### src/design/crtc_pkg.sv
// Shared types and constants for the CRT timing controller.
package crtc_pkg;

  // Bus operation carried by each input transfer.
  typedef enum logic [1:0] {
    OP_TICK   = 2'd0,
    OP_SELECT = 2'd1,
    OP_WRITE  = 2'd2,
    OP_READ   = 2'd3
  } op_t;

  // Register numbers, 6845 layout.
  localparam logic [4:0] REG_HTOTAL     = 5'd0;
  localparam logic [4:0] REG_HDISP      = 5'd1;
  localparam logic [4:0] REG_HSYNC_POS  = 5'd2;
  localparam logic [4:0] REG_SYNC_WIDTH = 5'd3;
  localparam logic [4:0] REG_VTOTAL     = 5'd4;
  localparam logic [4:0] REG_VDISP      = 5'd6;
  localparam logic [4:0] REG_VSYNC_POS  = 5'd7;
  localparam logic [4:0] REG_MODE       = 5'd8;
  localparam logic [4:0] REG_MAX_SCAN   = 5'd9;
  localparam logic [4:0] REG_CUR_START  = 5'd10;
  localparam logic [4:0] REG_CUR_END    = 5'd11;
  localparam logic [4:0] REG_START_HI   = 5'd12;
  localparam logic [4:0] REG_START_LO   = 5'd13;
  localparam logic [4:0] REG_CUR_HI     = 5'd14;
  localparam logic [4:0] REG_CUR_LO     = 5'd15;

  localparam logic [7:0] MODE_MASK      = 8'hf3;
  localparam logic [1:0] INTERLACE_VID  = 2'b11;
  localparam logic [1:0] SKEW_NEVER     = 2'd3;
  localparam logic [1:0] CURSOR_NONE    = 2'b01;
  localparam logic [2:0] DELAY_EXPIRED  = 3'd7;

  // Pending flag bit positions.
  localparam int PF_CSTART = 0;
  localparam int PF_CON    = 1;
  localparam int PF_EN     = 2;
  localparam int PF_DIS    = 3;

  // Enable tracking bundle: enable bits, pending flags and the two delays.
  typedef struct packed {
    logic [2:0] bits;
    logic [3:0] pend;
    logic [2:0] en_dly;
    logic [2:0] dis_dly;
  } en_state_t;

endpackage

### src/design/crtc_in_if.sv
// Input channel: bus operation and data byte.
interface crtc_in_if;
  logic           valid;
  logic           ready;
  crtc_pkg::op_t  opcode;
  logic [7:0]     bus_data;

  modport source (output valid, output opcode, output bus_data, input ready);
  modport sink   (input valid, input opcode, input bus_data, output ready);
endinterface

### src/design/crtc_out_if.sv
// Output channel: read data and raster timing outputs.
interface crtc_out_if;
  logic        valid;
  logic        ready;
  logic [7:0]  read_data;
  logic [13:0] refresh_address;
  logic [4:0]  row_address;
  logic        hsync;
  logic        vsync;
  logic        display_enable;
  logic        cursor_on;

  modport source (output valid, output read_data, output refresh_address,
                  output row_address, output hsync, output vsync,
                  output display_enable, output cursor_on, input ready);
  modport sink   (input valid, input read_data, input refresh_address,
                  input row_address, input hsync, input vsync,
                  input display_enable, input cursor_on, output ready);
endinterface

### src/design/crt_controller_timing_unit.sv
// Top level of the CRT timing controller: registers, counters and result register.
//
//  channel  | dir | payload                                        | transfer when
//  ---------+-----+------------------------------------------------+---------------
//  in_ch    | in  | opcode, bus_data                               | valid & ready
//  out_ch   | out | read_data, refresh_address, row_address,       | valid & ready
//           |     | hsync, vsync, display_enable, cursor_on        |
//
//  The whole tick or bus operation is evaluated in one combinational pass
//  from the state registers and the incoming transfer, and lands in the
//  state registers and the result register at the accepting edge.
//  An item can be taken every cycle. in_ch.ready is high while the result
//  register is empty or being drained, so a stalled sink holds one result
//  and blocks new input. Synchronous reset clears the state registers and
//  result valid; the wrap flags come out of reset set.
module crt_controller_timing_unit (
  input  logic              clk,
  input  logic              rst,
  crtc_in_if.sink           in_ch,
  crtc_out_if.source        out_ch
);

  // Programmed registers
  logic [4:0]  register_select, register_select_next;
  logic [7:0]  horiz_total, horiz_total_next;
  logic [7:0]  horiz_displayed, horiz_displayed_next;
  logic [7:0]  hsync_position, hsync_position_next;
  logic [7:0]  sync_widths, sync_widths_next;
  logic [6:0]  vert_total, vert_total_next;
  logic [6:0]  vert_displayed, vert_displayed_next;
  logic [6:0]  vsync_position, vsync_position_next;
  logic [7:0]  mode_and_skew, mode_and_skew_next;
  logic [4:0]  max_scan_line, max_scan_line_next;
  logic [6:0]  cursor_start_reg, cursor_start_reg_next;
  logic [4:0]  cursor_end_reg, cursor_end_reg_next;
  logic [13:0] start_address, start_address_next;
  logic [13:0] cursor_position, cursor_position_next;

  // Raster counters and sync state
  logic [7:0]  horiz_count, horiz_count_next;
  logic [4:0]  scan_count, scan_count_next;
  logic [6:0]  row_count, row_count_next;
  logic [3:0]  hsync_width_count, hsync_width_count_next;
  logic [3:0]  vsync_width_count, vsync_width_count_next;
  logic        hsync_flag, hsync_flag_next;
  logic        vsync_flag, vsync_flag_next;
  logic [2:0]  wrap_pending, wrap_pending_next;   // bit0 horiz, bit1 scan, bit2 row
  logic [13:0] address_counter, address_counter_next;
  logic [13:0] next_row_address, next_row_address_next;
  logic [13:0] row_start_address, row_start_address_next;

  // Enable / cursor skew pipeline
  crtc_pkg::en_state_t en_state, en_state_next;
  logic        display_out, display_out_next;
  logic        cursor_out, cursor_out_next;
  logic [2:0]  cursor_delay, cursor_delay_next;

  logic [7:0]  read_data_next;
  logic [4:0]  scan_inc;
  logic [1:0]  disp_skew;
  logic [1:0]  cur_skew;

  // Result register
  logic        res_valid;
  logic [7:0]  res_read_data;
  logic [13:0] res_refresh_address;
  logic [4:0]  res_row_address;
  logic        res_hsync;
  logic        res_vsync;
  logic        res_display_enable;
  logic        res_cursor_on;

  logic        accept;

  // Count down one tick; sticks at expired until reloaded.
  function automatic logic [2:0] count_down(logic [2:0] d);
    logic [2:0] r;
    r = d;
    if (d != crtc_pkg::DELAY_EXPIRED) begin
      r = (d == 3'd0) ? crtc_pkg::DELAY_EXPIRED : d - 3'd1;
    end
    return r;
  endfunction

  // Set or clear one enable bit, then track edges of the combined enable.
  function automatic crtc_pkg::en_state_t set_enable(crtc_pkg::en_state_t s,
                                                     logic [2:0] mask, logic on,
                                                     logic [1:0] skew);
    crtc_pkg::en_state_t r;
    logic nx;
    logic cur;
    r = s;
    if (on) r.bits = r.bits | mask;
    else    r.bits = r.bits & ~mask;
    nx  = r.bits[0] & r.bits[1];
    cur = r.bits[2];
    if (nx && !cur) begin
      r.en_dly = {1'b0, skew};
      if (skew != crtc_pkg::SKEW_NEVER) r.pend[crtc_pkg::PF_EN] = 1'b1;
    end
    if (!nx && cur) begin
      r.dis_dly = {1'b0, skew};
      r.pend[crtc_pkg::PF_DIS] = 1'b1;
    end
    r.bits[2] = nx;
    return r;
  endfunction

  assign accept      = in_ch.valid & in_ch.ready;
  assign in_ch.ready = ~res_valid | out_ch.ready;

  assign scan_inc  = (mode_and_skew[1:0] == crtc_pkg::INTERLACE_VID) ? 5'd2 : 5'd1;
  assign disp_skew = mode_and_skew[5:4];
  assign cur_skew  = mode_and_skew[7:6];

  // One item, evaluated in program order of the raster update.
  always_comb begin
    register_select_next   = register_select;
    horiz_total_next       = horiz_total;
    horiz_displayed_next   = horiz_displayed;
    hsync_position_next    = hsync_position;
    sync_widths_next       = sync_widths;
    vert_total_next        = vert_total;
    vert_displayed_next    = vert_displayed;
    vsync_position_next    = vsync_position;
    mode_and_skew_next     = mode_and_skew;
    max_scan_line_next     = max_scan_line;
    cursor_start_reg_next  = cursor_start_reg;
    cursor_end_reg_next    = cursor_end_reg;
    start_address_next     = start_address;
    cursor_position_next   = cursor_position;
    horiz_count_next       = horiz_count;
    scan_count_next        = scan_count;
    row_count_next         = row_count;
    hsync_width_count_next = hsync_width_count;
    vsync_width_count_next = vsync_width_count;
    hsync_flag_next        = hsync_flag;
    vsync_flag_next        = vsync_flag;
    wrap_pending_next      = wrap_pending;
    address_counter_next   = address_counter;
    next_row_address_next  = next_row_address;
    row_start_address_next = row_start_address;
    en_state_next          = en_state;
    display_out_next       = display_out;
    cursor_out_next        = cursor_out;
    cursor_delay_next      = cursor_delay;
    read_data_next         = 8'd0;

    unique case (in_ch.opcode)
      crtc_pkg::OP_TICK: begin
        address_counter_next = address_counter + 14'd1;
        horiz_count_next     = horiz_count + 8'd1;

        // End of a character line
        if (wrap_pending_next[0]) begin
          horiz_count_next     = 8'd0;
          wrap_pending_next[0] = 1'b0;
          en_state_next        = set_enable(en_state_next, 3'b001, 1'b1, disp_skew);
          address_counter_next = row_start_address_next;
          scan_count_next      = scan_count + scan_inc;

          // End of a character row
          if (wrap_pending_next[1]) begin
            scan_count_next        = 5'd0;
            wrap_pending_next[1]   = 1'b0;
            row_start_address_next = next_row_address_next;
            address_counter_next   = row_start_address_next;
            row_count_next         = row_count + 7'd1;

            // End of frame
            if (wrap_pending_next[2]) begin
              row_count_next         = 7'd0;
              wrap_pending_next[2]   = 1'b0;
              en_state_next          = set_enable(en_state_next, 3'b010, 1'b1, disp_skew);
              row_start_address_next = start_address;
              address_counter_next   = row_start_address_next;
            end
            if (row_count_next >= vert_total) wrap_pending_next[2] = 1'b1;
            if (row_count_next == vert_displayed) begin
              en_state_next = set_enable(en_state_next, 3'b010, 1'b0, disp_skew);
            end
            if (vsync_flag_next) vsync_width_count_next = vsync_width_count_next + 4'd1;
            if (row_count_next == vsync_position) vsync_flag_next = 1'b1;
            if (vsync_width_count_next >= sync_widths[7:4]) begin
              vsync_width_count_next = 4'd0;
              vsync_flag_next        = 1'b0;
            end
          end
          if (scan_count_next >= max_scan_line) wrap_pending_next[1] = 1'b1;
        end

        if (horiz_count_next >= horiz_total) wrap_pending_next[0] = 1'b1;
        if (horiz_count_next == horiz_displayed) begin
          next_row_address_next = address_counter_next;
          en_state_next = set_enable(en_state_next, 3'b001, 1'b0, disp_skew);
        end
        if (hsync_flag_next) hsync_width_count_next = hsync_width_count_next + 4'd1;
        if (horiz_count_next == hsync_position) hsync_flag_next = 1'b1;
        if (hsync_width_count_next >= sync_widths[3:0]) begin
          hsync_width_count_next = 4'd0;
          hsync_flag_next        = 1'b0;
        end

        // Cursor window hit
        if (address_counter_next == cursor_position &&
            scan_count_next >= cursor_start_reg[4:0] &&
            scan_count_next <= cursor_end_reg && en_state_next.bits[2]) begin
          cursor_delay_next = {1'b0, cur_skew};
          if (cur_skew != crtc_pkg::SKEW_NEVER) en_state_next.pend[crtc_pkg::PF_CSTART] = 1'b1;
        end

        // Cursor pulse lasts one tick
        if (en_state_next.pend[crtc_pkg::PF_CON]) begin
          en_state_next.pend[crtc_pkg::PF_CON] = 1'b0;
          cursor_out_next = 1'b0;
        end
        if (en_state_next.pend[crtc_pkg::PF_CSTART]) begin
          cursor_delay_next = count_down(cursor_delay_next);
          if (cursor_delay_next == crtc_pkg::DELAY_EXPIRED &&
              cursor_start_reg[6:5] != crtc_pkg::CURSOR_NONE) begin
            en_state_next.pend[crtc_pkg::PF_CSTART] = 1'b0;
            en_state_next.pend[crtc_pkg::PF_CON]    = 1'b1;
            cursor_out_next = 1'b1;
          end
        end
        if (en_state_next.pend[crtc_pkg::PF_EN]) begin
          en_state_next.en_dly = count_down(en_state_next.en_dly);
          if (en_state_next.en_dly == crtc_pkg::DELAY_EXPIRED) begin
            en_state_next.pend[crtc_pkg::PF_EN] = 1'b0;
            display_out_next = 1'b1;
          end
        end
        if (en_state_next.pend[crtc_pkg::PF_DIS]) begin
          en_state_next.dis_dly = count_down(en_state_next.dis_dly);
          if (en_state_next.dis_dly == crtc_pkg::DELAY_EXPIRED) begin
            en_state_next.pend[crtc_pkg::PF_DIS] = 1'b0;
            display_out_next = 1'b0;
          end
        end
      end

      crtc_pkg::OP_SELECT: begin
        register_select_next = in_ch.bus_data[4:0];
      end

      crtc_pkg::OP_WRITE: begin
        unique case (register_select)
          crtc_pkg::REG_HTOTAL:     horiz_total_next      = in_ch.bus_data;
          crtc_pkg::REG_HDISP:      horiz_displayed_next  = in_ch.bus_data;
          crtc_pkg::REG_HSYNC_POS:  hsync_position_next   = in_ch.bus_data;
          crtc_pkg::REG_SYNC_WIDTH: sync_widths_next      = in_ch.bus_data;
          crtc_pkg::REG_VTOTAL:     vert_total_next       = in_ch.bus_data[6:0];
          crtc_pkg::REG_VDISP:      vert_displayed_next   = in_ch.bus_data[6:0];
          crtc_pkg::REG_VSYNC_POS:  vsync_position_next   = in_ch.bus_data[6:0];
          crtc_pkg::REG_MODE:       mode_and_skew_next    = in_ch.bus_data & crtc_pkg::MODE_MASK;
          crtc_pkg::REG_MAX_SCAN:   max_scan_line_next    = in_ch.bus_data[4:0];
          crtc_pkg::REG_CUR_START:  cursor_start_reg_next = in_ch.bus_data[6:0];
          crtc_pkg::REG_CUR_END:    cursor_end_reg_next   = in_ch.bus_data[4:0];
          crtc_pkg::REG_START_HI:   start_address_next    = {in_ch.bus_data[5:0],
                                                             start_address[7:0]};
          crtc_pkg::REG_START_LO:   start_address_next    = {start_address[13:8],
                                                             in_ch.bus_data};
          crtc_pkg::REG_CUR_HI:     cursor_position_next  = {in_ch.bus_data[5:0],
                                                             cursor_position[7:0]};
          crtc_pkg::REG_CUR_LO:     cursor_position_next  = {cursor_position[13:8],
                                                             in_ch.bus_data};
          default: ;  // vertical adjust, light pen, unused
        endcase
      end

      crtc_pkg::OP_READ: begin
        if (register_select == crtc_pkg::REG_CUR_HI) begin
          read_data_next = {2'b00, cursor_position[13:8]};
        end else if (register_select == crtc_pkg::REG_CUR_LO) begin
          read_data_next = cursor_position[7:0];
        end
      end

      default: ;
    endcase
  end

  // State registers
  always_ff @(posedge clk) begin
    if (rst) begin
      register_select   <= '0;
      horiz_total       <= '0;
      horiz_displayed   <= '0;
      hsync_position    <= '0;
      sync_widths       <= '0;
      vert_total        <= '0;
      vert_displayed    <= '0;
      vsync_position    <= '0;
      mode_and_skew     <= '0;
      max_scan_line     <= '0;
      cursor_start_reg  <= '0;
      cursor_end_reg    <= '0;
      start_address     <= '0;
      cursor_position   <= '0;
      horiz_count       <= '0;
      scan_count        <= '0;
      row_count         <= '0;
      hsync_width_count <= '0;
      vsync_width_count <= '0;
      hsync_flag        <= 1'b0;
      vsync_flag        <= 1'b0;
      wrap_pending      <= 3'b111;
      address_counter   <= '0;
      next_row_address  <= '0;
      row_start_address <= '0;
      en_state          <= '0;
      display_out       <= 1'b0;
      cursor_out        <= 1'b0;
      cursor_delay      <= '0;
    end else if (accept) begin
      register_select   <= register_select_next;
      horiz_total       <= horiz_total_next;
      horiz_displayed   <= horiz_displayed_next;
      hsync_position    <= hsync_position_next;
      sync_widths       <= sync_widths_next;
      vert_total        <= vert_total_next;
      vert_displayed    <= vert_displayed_next;
      vsync_position    <= vsync_position_next;
      mode_and_skew     <= mode_and_skew_next;
      max_scan_line     <= max_scan_line_next;
      cursor_start_reg  <= cursor_start_reg_next;
      cursor_end_reg    <= cursor_end_reg_next;
      start_address     <= start_address_next;
      cursor_position   <= cursor_position_next;
      horiz_count       <= horiz_count_next;
      scan_count        <= scan_count_next;
      row_count         <= row_count_next;
      hsync_width_count <= hsync_width_count_next;
      vsync_width_count <= vsync_width_count_next;
      hsync_flag        <= hsync_flag_next;
      vsync_flag        <= vsync_flag_next;
      wrap_pending      <= wrap_pending_next;
      address_counter   <= address_counter_next;
      next_row_address  <= next_row_address_next;
      row_start_address <= row_start_address_next;
      en_state          <= en_state_next;
      display_out       <= display_out_next;
      cursor_out        <= cursor_out_next;
      cursor_delay      <= cursor_delay_next;
    end
  end

  // Result register: valid is control, payload loads on each input transfer
  always_ff @(posedge clk) begin
    if (rst) begin
      res_valid <= 1'b0;
    end else if (accept) begin
      res_valid <= 1'b1;
    end else if (out_ch.ready) begin
      res_valid <= 1'b0;
    end
  end

  always_ff @(posedge clk) begin
    if (accept) begin
      res_read_data       <= read_data_next;
      res_refresh_address <= address_counter_next;
      res_row_address     <= scan_count_next;
      res_hsync           <= hsync_flag_next;
      res_vsync           <= vsync_flag_next;
      res_display_enable  <= display_out_next;
      res_cursor_on       <= cursor_out_next;
    end
  end

  assign out_ch.valid           = res_valid;
  assign out_ch.read_data       = res_read_data;
  assign out_ch.refresh_address = res_refresh_address;
  assign out_ch.row_address     = res_row_address;
  assign out_ch.hsync           = res_hsync;
  assign out_ch.vsync           = res_vsync;
  assign out_ch.display_enable  = res_display_enable;
  assign out_ch.cursor_on       = res_cursor_on;

endmodule

### src/flat_wrapper.sv
// flat-port wrapper written by rule: the top's interface ports become plain ports
module crt_controller_timing_unit_flat 
  (clk, rst, in_ch_valid, in_ch_opcode, in_ch_bus_data, in_ch_ready, out_ch_valid, out_ch_read_data, out_ch_refresh_address, out_ch_row_address, out_ch_hsync, out_ch_vsync, out_ch_display_enable, out_ch_cursor_on, out_ch_ready);
  crtc_in_if in_ch_i ();
  crtc_out_if out_ch_i ();
  input  logic clk;
  input  logic rst;
  input wire logic [$bits(in_ch_i.valid)-1:0] in_ch_valid;
  input wire logic [$bits(in_ch_i.opcode)-1:0] in_ch_opcode;
  input wire logic [$bits(in_ch_i.bus_data)-1:0] in_ch_bus_data;
  output wire logic [$bits(in_ch_i.ready)-1:0] in_ch_ready;
  output wire logic [$bits(out_ch_i.valid)-1:0] out_ch_valid;
  output wire logic [$bits(out_ch_i.read_data)-1:0] out_ch_read_data;
  output wire logic [$bits(out_ch_i.refresh_address)-1:0] out_ch_refresh_address;
  output wire logic [$bits(out_ch_i.row_address)-1:0] out_ch_row_address;
  output wire logic [$bits(out_ch_i.hsync)-1:0] out_ch_hsync;
  output wire logic [$bits(out_ch_i.vsync)-1:0] out_ch_vsync;
  output wire logic [$bits(out_ch_i.display_enable)-1:0] out_ch_display_enable;
  output wire logic [$bits(out_ch_i.cursor_on)-1:0] out_ch_cursor_on;
  input wire logic [$bits(out_ch_i.ready)-1:0] out_ch_ready;
  assign in_ch_i.valid = in_ch_valid;
  assign in_ch_i.opcode = in_ch_opcode;
  assign in_ch_i.bus_data = in_ch_bus_data;
  assign in_ch_ready = in_ch_i.ready;
  assign out_ch_valid = out_ch_i.valid;
  assign out_ch_read_data = out_ch_i.read_data;
  assign out_ch_refresh_address = out_ch_i.refresh_address;
  assign out_ch_row_address = out_ch_i.row_address;
  assign out_ch_hsync = out_ch_i.hsync;
  assign out_ch_vsync = out_ch_i.vsync;
  assign out_ch_display_enable = out_ch_i.display_enable;
  assign out_ch_cursor_on = out_ch_i.cursor_on;
  assign out_ch_i.ready = out_ch_ready;
  crt_controller_timing_unit u_core (.clk(clk), .rst(rst), .in_ch(in_ch_i), .out_ch(out_ch_i));
endmodule
### config.mk
export PLATFORM = sky130hd
export DESIGN_NAME = crt_controller_timing_unit_flat
export DESIGN_NICKNAME = d
export VERILOG_FILES = /design/src/design/crtc_pkg.sv /design/src/design/crtc_in_if.sv /design/src/design/crtc_out_if.sv /design/src/design/crt_controller_timing_unit.sv /design/src/flat_wrapper.sv
export SDC_FILE = /design/constraint.sdc
export NUM_CORES = 1
export LEC_CHECK = 0
export BUFFER_PORTS_ARGS = -buffer_cell sky130_fd_sc_hd__buf_2
export CAP_MARGIN = 10
export CORE_MARGIN = 1
export CORE_UTILIZATION = 55
export DETAILED_ROUTE_END_ITERATION = 7
export GPL_TIMING_DRIVEN = 0
export PLACE_DENSITY = 0.78
export SKIP_LAST_GASP = 1
export SLEW_MARGIN = 20
export SYNTH_ARGS = -nofsm -noshare
export SYNTH_HDL_FRONTEND = slang
export SYNTH_SLANG_ARGS = --single-unit
export TNS_END_PERCENT = 10
### constraint.sdc
create_clock -name clk -period 7.35 [get_ports clk]
set_clock_uncertainty 0.2 [all_clocks]
set_input_delay 0.735 -clock clk [delete_from_list [all_inputs] [get_ports clk]]
set_output_delay 0.735 -clock clk [all_outputs]
set_load 0.01 [all_outputs]
==> insert_results.sql, run 1 <==
INSERT INTO impl_metrics (metric_group, metric, value, unit) VALUES
('outcome', 'run_status', 'finished, violations left', ''),
('outcome', 'violations', 'design-rule violations', ''),
('clock_network', 'clock_sink_count', '233', ''),
('die', 'die_width', '151.9', 'um'),
('placed_design', 'portBuffers', '45', ''),
('pwr', 'vdd.ir_drop.worst', '0.2047', 'mV'),
('global_route', 'wire_length_of_the_first_global_routing_pass', '54740', 'um'),
('routing', 'num_vias', '10769', ''),
('synthesis', 'dominantRegCellSynth', 'sky130_fd_sc_hd__dfxtp_1', ''),
('synthesis', 'number_of_warnings_reported_in_the_yosys_synthesis_log', '0', ''),
('die', 'core.rowCount', '54', ''),
('layout', 'final_layout_size_suffix_gt1_frac', '0.09031', ''),
('die', 'fp.dieArea', '0.02308', 'mm2'),
('routing', 'top_layer_used', 'met4', ''),
('die', 'core-area', '0.02196', 'mm2'),
('clock_network', 'clock_latency', '0.53', 'ns'),
('sta', 'grt_setup_unrepaired', 'false', ''),
('pwr', 'sw_frac_of_total', '0.2291', ''),
('sta', 'finalMaxSlewViolations', '0', ''),
('clock_network', 'cts_tree', 'yes', ''),
('layout', 'layout.area.seq', '0.004975', 'mm2'),
('global_route', 'antenna_found_initial', '0', ''),
('global_route', 'maximum_number_of_pins_on_one_net_before_global_route_repair', '40', ''),
('routing', 'wl_met3', '2724', 'um'),
('routing', 'wl_met1', '15170', 'um'),
('layout', 'fin_nets', '1565', ''),
('routing', 'routed_met2_length', '15660', 'um'),
('worst_setup_path', 'critical_path.n_buffers_inverters', '5', ''),
('pwr', 'power_switching', '643.6', 'uW'),
('sta', 'final.min_clock_period', '6.850', 'ns'),
('worst_setup_path', 'slowest_cp_cell', 'sky130_fd_sc_hd__o32ai_1', ''),
('routing', 'initialDrtViolationCount', '892', ''),
('synthesis', 'ys_seq_elements', '233', ''),
('layout', 'area.growth.synth_to_final', '11.82', '%'),
('sta', 'finalSetupViolCount', '0', ''),
('synthesis', 'syn_inst', '1426', ''),
('sta', 'max_freq', '146.0', 'MHz'),
('sta', 'fin_setup_tns', '0', 'ns'),
('worst_setup_path', 'path_cells', 'buf_2, buf_2, clkbuf_1, clkbuf_1, mux2_2, ha_1, a21o_1, a21oi_1, nor2b_1, o32ai_1, nand4_1, or4b_1, or4_1, buf_2, nand2_1, nand2_1, ha_1, nor3b_1, a21oi_1, a21oi_1, and2_1, mux2i_1, o21ai_0', ''),
('worst_setup_path', 'critical-path-top-delay-family', 'buffers and inverters', ''),
('sta', 'max_slew_margin', '0.2724', ''),
('layout', 'n_antenna_cell', '0', ''),
('routing', 'drc', '8', ''),
('synthesis', 'syn_area', '0.01236', 'mm2'),
('placed_design', 'place_congestion', '0.9442', ''),
('global_route', 'first_global_vias', '9920', ''),
('layout', 'multi_input_area', '0.006830', 'mm2'),
('die', 'die-height', '151.9', 'um'),
('routing', 'average_routed_wire_per_standard_cell', '19.71', 'um'),
('pwr', 'p_comb_frac', '0.057', ''),
('routing', 'vias_per_cell', '5.993', ''),
('worst_setup_path', 'timing.critical_path.fanout_max', '19', ''),
('global_route', 'total_track_usage', '0.3025', ''),
('synthesis', 'syn_area_per_cell', '8.670', 'um2'),
('routing', 'routed_wirelength', '35420', 'um'),
('die', 'floorplan.io_pins', '47', ''),
('worst_setup_path', 'timing.critical_path.to_type', 'flip-flop', ''),
('pwr', 'power.leakage', '0.005465', 'uW'),
('clock_network', 'cts_htree_levels', '1', ''),
('layout', 'layout.core_utilization', '0.6296', ''),
('synthesis', 'synthesis.nets', '1493', ''),
('pwr', 'p_int', '2165', 'uW'),
('pwr', 'seq_power_share', '0.469', ''),
('pwr', 'power_per_cell_area', '203.2', 'mW/mm2'),
('flow_run', 'maxCapViolations', '0', ''),
('worst_setup_path', 'cp_data_required_time', '7.52', 'ns'),
('synthesis', 'share_of_async_settable_or_async_resettable_flops_after_synthesis', '0', ''),
('worst_hold_path', 'min_path_type', 'in -> reg', ''),
('synthesis', 'synth.distinct_cells', '77', ''),
('synthesis', 'ys_seq_area_frac', '0.4024', ''),
('sta', 'layout_worst_path_cycle_share', '0.9319', '');
## power by group through the flow
stage               combinational, uW  clock, uW  sequential [uW]
CTS                               157       1350             1320
global placement                  154          0             1340
finish                            161       1330             1320
floorplan                        85.9          0             1350
global route                      169       1400             1320
detailed placement                157          0             1340
## Yosys cell counts, drive strengths merged (5+ instances only)
master | n | area, um2
nand3 | 46 | 230.2
nor3b | 5 | 37.54
inv | 60 | 225.2
a22o | 7 | 61.31
mux2 | 26 | 300.3
and3 | 6 | 37.54
a211oi | 14 | 105.1
and2 | 7 | 43.79
nand2b | 17 | 106.4
a21oi | 111 | 555.5
nor3 | 16 | 80.08
a21o | 18 | 135.1
nor2b | 16 | 100.1
a31oi | 5 | 31.28
or3 | 10 | 62.56
o21ai | 43 | 215.2
nand3b | 6 | 45.04
edfxtp | 31 | 930.9
nand2 | 155 | 581.8
xor2 | 25 | 219.0
buf | 15 | 92.58
nor2 | 210 | 788.3
clkbuf | 65 | 245.2
xnor2 | 34 | 297.8
dfxtp | 202 | 4044
nor4 | 7 | 50.05
nand4 | 12 | 75.07
mux2i | 137 | 1388
ha | 52 | 650.6
or4 | 6 | 45.04
## layer usage
metal,global-route usage,up-vias
met5,0,-
li1,-,5081
met3,0.05305,114
met1,0.3932,5086
met2,0.4894,488
met4,0.1438,0
## final cells by class
type,instances,share of cell area
multi-input cells,1053,0.4941
clock inverters,6,0.006064
clock buffers,41,0.05792
inverters,60,0.01629
repair buffers,45,0.01629
flip-flops and latches,233,0.3599
plain buffers,79,0.02417
well taps,280,0.02534
## metrics by stage
stage / power, uW / worst slack (ns) / instances / hold WS, ns / area [um2]
2_1_floorplan: 1433 / 1.791 / 1426 / 0.2284 / 12360
3_3_place_gp: 1497 / 0.3632 / 1751 / 0.2422 / 12940
3_5_place_dp: 1500 / 0.2892 / 1751 / 0.2491 / 12940
4_1_cts: 2824 / 0.2325 / 1798 / 0.2344 / 13830
5_1_grt: 2888 / 0.1305 / 1797 / 0.2622 / 13820
6_report: 2809 / 0.5004 / 1797 / 0.2479 / 13820
## layout by cell type (no fill, tap or decap), types with 25 or more instances in the layout
cell,Yosys,layout
sky130_fd_sc_hd__a21oi_1,111,111
sky130_fd_sc_hd__buf_2,8,53
sky130_fd_sc_hd__clkbuf_1,64,72
sky130_fd_sc_hd__clkbuf_16,0,29
sky130_fd_sc_hd__dfxtp_1,202,202
sky130_fd_sc_hd__edfxtp_1,31,31
sky130_fd_sc_hd__ha_1,52,52
sky130_fd_sc_hd__inv_1,59,59
sky130_fd_sc_hd__mux2i_1,135,135
sky130_fd_sc_hd__nand2_1,155,155
sky130_fd_sc_hd__nand3_1,46,46
sky130_fd_sc_hd__nor2_1,210,210
sky130_fd_sc_hd__o21ai_0,42,42
sky130_fd_sc_hd__xnor2_1,34,34
sky130_fd_sc_hd__xor2_1,25,25
## tightest hold or removal path: stages
cell                      delay (ns)
sky130_fd_sc_hd__buf_2          0.10
sky130_fd_sc_hd__inv_1          0.04
sky130_fd_sc_hd__a21oi_1        0.05
## timing repair
item / 4_1_cts / 5_1_grt
hold buffers: 0 / 0
gates resized for setup: 0 / 0
endpoints found under the setup margin: 0 / 5
## cell families (layout without fill, tap and decap cells)
| kind of cell | count (synthesis) | count (layout) | synth area share |
|---|---|---|---|
| AOI/OAI and AO/OA | 240 | 240 | 0.1203 |
| muxes | 163 | 163 | 0.1365 |
| buffers and inverters | 140 | 231 | 0.04554 |
| adders and majority gates | 53 | 53 | 0.05425 |
| xor gates and xnor gates | 60 | 60 | 0.04362 |
| and+or+nand+nor | 537 | 537 | 0.1973 |
| DFF | 233 | 233 | 0.4024 |
## worst paths after layout
| kind | startpoint | end | slack [ns] | depth (start not counted) |
|---|---|---|---|---|
| worst max-delay path | u_core.wrap_pending[0] | u_core.out_ch.cursor_on | 0.50 | 23 |
| worst min-delay path | in_ch_valid | u_core.out_ch.valid | 0.25 | 3 |
| worst max register to register | u_core.wrap_pending[0] | u_core.out_ch.cursor_on | 0.50 | 23 |
| worst min register to register | u_core.start_address[13] | u_core.start_address[13] | 0.26 | 2 |
(Power assumes the default switching activity.)
==> run 2: changes to the inputs <==
ABC_AREA = 1   (was unset)
SKIP_LAST_GASP = unset   (was 1)
==> insert_results.sql, run 2 <==
INSERT INTO impl_metrics (metric_group, metric, value, unit) VALUES
('global_route', 'grt-ovfl-total', '0', ''),
('synthesis', 'dominantRegCellSynth', 'sky130_fd_sc_hd__dfxtp_1', ''),
('worst_setup_path', 'r2r_cells', '29', ''),
('worst_setup_path', 'slowest_cp_cell', 'sky130_fd_sc_hd__fa_1', ''),
('routing', 'vias_per_cell', '5.773', ''),
('clock_network', 'postCtsHoldBufs', '0', ''),
('worst_setup_path', 'critical_path.startpoint', 'u_core.mode_and_skew[1]', ''),
('worst_setup_path', 'worstReg2RegStart', 'u_core.mode_and_skew[1]', ''),
('routing', 'drtAntennaViolNets', '0', ''),
('worst_setup_path', 'critical-path-top-cell-by-count', 'sky130_fd_sc_hd__nand2_1', ''),
('worst_setup_path', 'rr_endpoint', 'u_core.out_ch.cursor_on', ''),
('clock_network', 'clock_latency', '0.54', 'ns'),
('clock_network', 'post_cts.repair.setup_buffers', '0', ''),
('layout', 'most_common_cell_after_layout_fill_and_taps_aside', 'sky130_fd_sc_hd__nand2_1', ''),
('synthesis', 'synth.most_common_cell', 'sky130_fd_sc_hd__nand2_1', ''),
('clock_network', 'clk_root_buffer_cell', 'sky130_fd_sc_hd__clkbuf_16', ''),
('pwr', 'power_per_cell_area', '222.9', 'mW/mm2'),
('outcome', 'run_status', 'complete, no violations', ''),
('synthesis', 'syn_inst', '1649', ''),
('layout', 'filler_cell_count', '1862', ''),
('placed_design', 'place_congestion', '0.9067', ''),
('clock_network', 'cts-root-to-sink-buffers', '3', ''),
('worst_setup_path', 'reg2reg_slack', '2.41', 'ns'),
('clock_network', 'cts_tree', 'yes', ''),
('synthesis', 'synth_top_area_cell', 'sky130_fd_sc_hd__dfxtp_1', ''),
('worst_hold_path', 'worst_hold_path.num_cells', '2', ''),
('global_route', 'total_track_usage', '0.3162', ''),
('worst_hold_path', 'worst_hold_path.endpoint', 'u_core.mode_and_skew[1]', ''),
('sta', 'finalMaxSlewViolations', '0', ''),
('worst_setup_path', 'critPathArrivalTime', '5.14', 'ns'),
('layout', 'fin_nets', '1787', ''),
('clock_network', 'cts_made_buffers', '26', ''),
('die', 'fp.dieArea', '0.02263', 'mm2'),
('synthesis', 'synth.distinct_cells', '48', ''),
('worst_setup_path', 'cp_data_required_time', '7.55', 'ns'),
('pwr', 'p_total', '3026', 'uW'),
('routing', 'initialDrtViolationCount', '1132', ''),
('sta', 'layout_worst_path_cycle_share', '0.6715', ''),
('placed_design', 'place.detailed.hpwl', '25820', 'um'),
('die', 'die_width', '150.4', 'um'),
('placed_design', 'portBuffers', '42', ''),
('placed_design', 'placedInstanceArea', '0.01269', 'mm2'),
('die', 'die-height', '150.4', 'um'),
('clock_network', 'cts.repair.resized', '0', ''),
('routing', 'average_routed_wire_per_standard_cell', '17.41', 'um'),
('synthesis', 'yosys-top-cells-count', 'sky130_fd_sc_hd__nand2_1, sky130_fd_sc_hd__inv_1, sky130_fd_sc_hd__a21oi_1, sky130_fd_sc_hd__dfxtp_1, sky130_fd_sc_hd__o21ai_0', ''),
('synthesis', 'yosysTopAreaCellShare', '0.3338', ''),
('synthesis', 'synthesis.nets', '1716', ''),
('global_route', 'first_global_vias', '10603', ''),
('pwr', 'power.leakage', '0.005675', 'uW'),
('die', 'core-area', '0.02129', 'mm2'),
('synthesis', 'syn_area_per_cell', '7.347', 'um2'),
('routing', 'num_vias', '11626', ''),
('layout', 'final_layout_size_suffix_gt1_frac', '0.09143', ''),
('synthesis', 'yosys-top-cells-area', 'sky130_fd_sc_hd__dfxtp_1, sky130_fd_sc_hd__nand2_1, sky130_fd_sc_hd__a21oi_1, sky130_fd_sc_hd__o21ai_0, sky130_fd_sc_hd__edfxtp_1', ''),
('sta', 'fin_setup_tns', '0', 'ns'),
('worst_setup_path', 'timing.critical_path.to_type', 'flip-flop', ''),
('clock_network', 'clk_pin_slew_worst_paths', '0.06', 'ns'),
('layout', 'mostFrequentLayoutCells', 'sky130_fd_sc_hd__nand2_1, sky130_fd_sc_hd__inv_1, sky130_fd_sc_hd__a21oi_1, sky130_fd_sc_hd__dfxtp_1, sky130_fd_sc_hd__o21ai_0', ''),
('die', 'floorplan.io_pins', '47', ''),
('sta', 'max_freq', '202.6', 'MHz'),
('clock_network', 'cts_htree_levels', '1', ''),
('synthesis', 'synth_enable_flop_cells', '31', ''),
('clock_network', 'clock_sink_count', '233', ''),
('worst_setup_path', 'cp_slowest_stage_delay', '0.43', 'ns'),
('die', 'starting_density_of_the_core', '0.5692', ''),
('layout', 'layout.cell_area.non_filler', '0.01357', 'mm2'),
('flow_run', 'maxCapViolations', '0', ''),
('layout', 'n_antenna_cell', '0', ''),
('synthesis', 'syn_area', '0.01212', 'mm2'),
('sta', 'finalSetupViolCount', '0', ''),
('global_route', 'antenna_found_initial', '0', ''),
('sta', 'max_slew.worst_pin.slew', '0.9094', 'ns'),
('routing', 'drt_pass1_iterations', '6', ''),
('synthesis', 'number_of_warnings_reported_in_the_yosys_synthesis_log', '0', ''),
('synthesis', 'ys_seq_area_frac', '0.4106', ''),
('pwr', 'vdd.ir_drop.worst', '0.1910', 'mV'),
('sta', 'grt_setup_unrepaired', 'false', ''),
('die', 'core.rowCount', '53', ''),
('routing', 'drc', '0', ''),
('routing', 'routed_wirelength', '35060', 'um'),
('worst_setup_path', 'timing.critical_path.fanout_max', '4', ''),
('worst_hold_path', 'hold_path_startpoint', 'u_core.mode_and_skew[1]', ''),
('global_route', 'wire_length_of_the_first_global_routing_pass', '55270', 'um'),
('sta', 'final.min_clock_period', '4.936', 'ns'),
('global_route', 'maximum_number_of_pins_on_one_net_before_global_route_repair', '29', ''),
('synthesis', 'share_of_async_settable_or_async_resettable_flops_after_synthesis', '0', ''),
('layout', 'area.growth.synth_to_final', '12.04', '%'),
('sta', 'max_slew_margin', '0.3937', ''),
('worst_hold_path', 'min_path_type', 'reg -> reg', ''),
('worst_setup_path', 'critical_path_class', 'reg -> reg', ''),
('worst_setup_path', 'critical_path.startpoint_type', 'flip-flop', ''),
('synthesis', 'ys_seq_elements', '233', ''),
('sta', 'hold_violation_count_in_the_final_report', '0', '');
-- run 2: how the worst max path moves through the flow --
stage                                          to  cells past startpoint  slack (ns)
after global placement          u_core.cursor_out                     31        2.50
after global routing      u_core.out_ch.cursor_on                     32        2.10
final                     u_core.out_ch.cursor_on                     29        2.41
after floorplan                 u_core.cursor_out                     34        3.35
after detailed placement  u_core.out_ch.cursor_on                     29        2.47
after CTS                 u_core.out_ch.cursor_on                     29        2.45
-- run 2: logic make-up after synthesis --
logic type	Yosys count	synth area share
AND/OR/NAND/NOR	543	0.1993
AO/OA/AOI/OAI	484	0.2162
XOR/XNOR	21	0.01518
adder cells (fa/ha/maj)	53	0.05535
flip-flops	233	0.4106
buffers and inverters	315	0.1034
-- run 2: cell type report --
cell class	count	area, um2	share of cell area
Buffer	71	332.8	0.02452
Clock buffer	42	823.3	0.06065
Clock inverter	5	53.80	0.003963
Inverter	244	920.9	0.06784
Multi-Input combinational cell	1101	5894	0.4342
Sequential cell	233	4975	0.3665
Tap cell	275	344.1	0.02535
Timing Repair Buffer	43	230.2	0.01696
-- run 2: per-stage QoR --
step | util | setup WS [ns] | std cells | hold slack (ns)
2_1_floorplan | - | 3.353 | 1649 | 0.2205
3_3_place_gp | 0.5952 | 2.500 | 1966 | 0.2350
3_5_place_dp | 0.5962 | 2.474 | 1967 | 0.2393
4_1_cts | 0.6374 | 2.454 | 2014 | 0.2498
5_1_grt | 0.6377 | 2.101 | 2014 | 0.2726
6_report | 0.6377 | 2.414 | 2014 | 0.2516
-- run 2: power by group --
| group | switching, uW | internal [uW] | total, uW |
|---|---|---|---|
| Clock | 531 | 798 | 1330 |
| Combinational | 232 | 105 | 337 |
| Sequential | 26.6 | 1330 | 1360 |
| Total | 790 | 2240 | 3030 |
-- run 2: metal layers --
metal,track usage,routed length [um],share of wire,up-vias
li1,-,-,-,5629
met1,0.4137,14540,0.41,5321
met2,0.5085,15560,0.44,558
met3,0.05212,3271,0.093,118
met4,0.1475,1697,0.048,0
met5,0,0,0,-
-- run 2: critical path, delay by kind of cell, from the launching register on --
kind	cells	cell delay, ns
buffers and inverters	4	0.20
DFF	1	0.33
and+or+nand+nor	18	2.28
adders and majority gates	4	1.32
AOI/OAI and AO/OA	3	0.48
==> run 3: changes to the inputs <==
ABC_AREA = 0   (was 1)
PLACE_DENSITY = 0.81   (was 0.78)
clock period = 4.4 ns   (was 7.35 ns; I/O delays follow)
==> insert_results.sql, run 3 (same netlist as run 1, synthesis figures left out) <==
INSERT INTO impl_metrics (metric_group, metric, value, unit) VALUES
('die', 'fp.dieArea', '0.02308', 'mm2'),
('pwr', 'power.leakage', '0.005614', 'uW'),
('placed_design', 'place.detailed.hpwl', '25090', 'um'),
('worst_setup_path', 'timing.critical_path.to_type', 'flip-flop', ''),
('routing', 'initialDrtViolationCount', '851', ''),
('worst_hold_path', 'hold_path_startpoint', 'in_ch_bus_data[6]', ''),
('clock_network', 'clock_sink_count', '233', ''),
('placed_design', 'portBuffers', '45', ''),
('clock_network', 'cts_tree', 'yes', ''),
('worst_setup_path', 'worstReg2RegStart', 'u_core.mode_and_skew[1]', ''),
('worst_setup_path', 'critical_path.startpoint', 'u_core.mode_and_skew[1]', ''),
('die', 'die-height', '151.9', 'um'),
('worst_setup_path', 'rr_endpoint', 'u_core.out_ch.cursor_on', ''),
('pwr', 'p_total', '4678', 'uW'),
('global_route', 'antenna_found_initial', '2', ''),
('pwr', 'vdd.ir_drop.worst', '0.2851', 'mV'),
('worst_setup_path', 'cp_data_required_time', '4.60', 'ns'),
('die', 'floorplan.io_pins', '47', ''),
('pwr', 'clock_power_share', '0.471', ''),
('routing', 'routed_wirelength', '35570', 'um'),
('global_route', 'total_track_usage', '0.3040', ''),
('global_route', 'maximum_number_of_pins_on_one_net_before_global_route_repair', '40', ''),
('worst_setup_path', 'critical-path-top-delay-family', 'simple AND/OR/NAND/NOR gates', ''),
('layout', 'area.growth.synth_to_final', '15.25', '%'),
('worst_setup_path', 'r2r_cells', '23', ''),
('pwr', 'p_comb_frac', '0.059', ''),
('sta', 'max_slew.worst_pin.slew', '0.9976', 'ns'),
('worst_setup_path', 'crit_path_end', 'u_core.out_ch.cursor_on', ''),
('layout', 'most_common_cell_after_layout_fill_and_taps_aside', 'sky130_fd_sc_hd__nor2_1', ''),
('worst_setup_path', 'critical-path-top-cell-by-count', 'sky130_fd_sc_hd__ha_4', ''),
('routing', 'vias_per_cell', '5.985', ''),
('worst_hold_path', 'min_path_type', 'in -> reg', ''),
('global_route', 'first_global_vias', '10243', ''),
('routing', 'num_vias', '10839', ''),
('die', 'core.rowCount', '54', ''),
('worst_setup_path', 'critical_path_class', 'reg -> reg', ''),
('worst_setup_path', 'slowest_cp_cell', 'sky130_fd_sc_hd__or4b_1', ''),
('clock_network', 'cts_made_buffers', '25', ''),
('sta', 'final.setup.worst_slack', '-0.6315', 'ns'),
('placed_design', 'placedInstanceArea', '0.01308', 'mm2'),
('pwr', 'seq_power_share', '0.470', ''),
('routing', 'average_routed_wire_per_standard_cell', '19.64', 'um'),
('routing', 'routed_met2_length', '16130', 'um'),
('layout', 'layout.cell_area.non_filler', '0.01425', 'mm2'),
('worst_setup_path', 'reg2reg_slack', '-0.63', 'ns'),
('sta', 'hold-worst-slack', '0.02865', 'ns'),
('worst_setup_path', 'path_depth', '23', ''),
('global_route', 'grt-ovfl-total', '0', ''),
('pwr', 'power_switching', '1134', 'uW'),
('layout', 'mostFrequentLayoutCells', 'sky130_fd_sc_hd__nor2_1, sky130_fd_sc_hd__dfxtp_1, sky130_fd_sc_hd__nand2_1', ''),
('worst_setup_path', 'critPathArrivalTime', '5.23', 'ns'),
('sta', 'max_freq', '198.7', 'MHz'),
('global_route', 'wire_length_of_the_first_global_routing_pass', '55390', 'um'),
('clock_network', 'clock_latency', '0.55', 'ns'),
('die', 'core-area', '0.02196', 'mm2'),
('routing', 'drtAntennaViolNets', '0', ''),
('outcome', 'violations', 'design-rule violations, negative setup slack', ''),
('layout', 'layout.cells.non_filler', '1811', ''),
('worst_setup_path', 'timing.critical_path.fanout_max', '4', ''),
('sta', 'finalSetupViolCount', '9', ''),
('routing', 'wl_met3', '2971', 'um'),
('pwr', 'p_int', '3544', 'uW'),
('sta', 'grt_setup_unrepaired', 'true', ''),
('pwr', 'sw_frac_of_total', '0.2424', ''),
('sta', 'final.min_clock_period', '5.031', 'ns'),
('clock_network', 'clk_root_buffer_cell', 'sky130_fd_sc_hd__clkbuf_16', ''),
('layout', 'final_layout_size_suffix_gt1_frac', '0.1308', ''),
('routing', 'drc', '24', ''),
('layout', 'fin_nets', '1577', ''),
('routing', 'top_layer_used', 'met4', ''),
('worst_setup_path', 'path_cells', 'nand2_4, ha_4, fa_2, nand3_2, xor2_2, nor2_2, mux2_4, ha_4, nand4_1, nor2_2, o32ai_4, nand4_1, or4b_1, or4_4, nand2_2, nand2_2, ha_4, nor3b_2, a21oi_2, a21oi_2, and2_4, mux2i_4, o21ai_1', ''),
('worst_setup_path', 'cp_slowest_stage_delay', '0.54', 'ns'),
('sta', 'finalMaxSlewViolations', '0', ''),
('flow_run', 'maxCapViolations', '0', ''),
('die', 'starting_density_of_the_core', '0.5630', ''),
('worst_setup_path', 'critical_path.startpoint_type', 'flip-flop', ''),
('sta', 'hold_violation_count_in_the_final_report', '0', ''),
('sta', 'layout_worst_path_cycle_share', '1.144', ''),
('clock_network', 'cts-root-to-sink-buffers', '3', ''),
('routing', 'drt_pass1_iterations', '7', ''),
('pwr', 'power_per_cell_area', '328.3', 'mW/mm2'),
('placed_design', 'place_congestion', '0.9525', ''),
('worst_setup_path', 'critical_path.n_buffers_inverters', '0', ''),
('sta', 'max_slew_margin', '0.3325', ''),
('clock_network', 'cts_htree_levels', '1', ''),
('placed_design', 'dpl.cell_count', '1751', ''),
('die', 'die_width', '151.9', 'um'),
('routing', 'wl_met1', '14760', 'um'),
('clock_network', 'clk_pin_slew_worst_paths', '0.06', 'ns'),
('outcome', 'run_status', 'finished, violations left', '');
-- run 3: cell count changes in the layout (fill, tap and decap cells not counted), moves of 22 or more --
cell	previous run	this run
sky130_fd_sc_hd__inv_1	236	59
sky130_fd_sc_hd__o21ai_0	200	39
sky130_fd_sc_hd__mux2i_1	0	133
sky130_fd_sc_hd__nand2_1	270	152
sky130_fd_sc_hd__nor2_1	91	205
sky130_fd_sc_hd__a21oi_1	202	106
sky130_fd_sc_hd__nand3_1	98	44
sky130_fd_sc_hd__xnor2_1	10	32
-- run 3: power groups by stage --
stage	clock network [uW]	logic, uW	registers (uW)
floorplan	0	146	2250
detailed placement	0	262	2250
finish	2200	277	2200
global route	2290	290	2200
global placement	0	258	2240
CTS	2200	268	2200
-- run 3: through the flow --
stage | setup slack, ns | setup TNS [ns] | util
floorplan | -0.2726 | -1.096 | -
global placement | -1.036 | -9.046 | 0.5953
detailed placement | -1.093 | -10.10 | 0.5955
CTS | -0.7649 | -4.506 | 0.6431
global route | -0.8345 | -5.528 | 0.6487
finish | -0.6315 | -3.489 | 0.6489
-- run 3: timing repair --
action / 4_1_cts / 5_1_grt
hold buffers: 3 / 0
pin swaps: 15 / 21
gates resized for setup: 36 / 21
buffers inserted: 5 / 6
hold endpoints to repair: 2 / 0
endpoints found under the setup margin: 13 / 12
-- run 3: tightest hold or removal path: cells and delay by family --
family	cells	cell delay (ns)
buf+inv	1	0.12
simple gates	1	0.10
mux	1	0.07
-- run 3: worst min-delay path by stage --
stage | to | cells past startpoint
6_report | u_core.start_address[6] | 3
5_1_grt | u_core.start_address[10] | 3
4_1_cts | u_core.start_address[6] | 3
3_5_place_dp | u_core.start_address[11] | 2
3_3_place_gp | u_core.start_address[11] | 2
2_1_floorplan | u_core.start_address[11] | 2
-- run 3: metal layers --
layer	track usage	vias to the layer above
met3	0.04364	112
met1	0.3944	5140
li1	-	5115
met5	0	-
met4	0.1511	0
met2	0.4971	472
-- run 3: final cells by class --
type                    count  area [um2]
fillers                  1728        7710
multi-input cells        1053        7093
clock inverters            13       163.9
clock buffers              33       685.7
flip-flops and latches    233        4982
repair buffers             59       337.8
plain buffers              78       405.4
inverters                  60       225.2
well taps                 280       350.3
diodes                      2       5.005
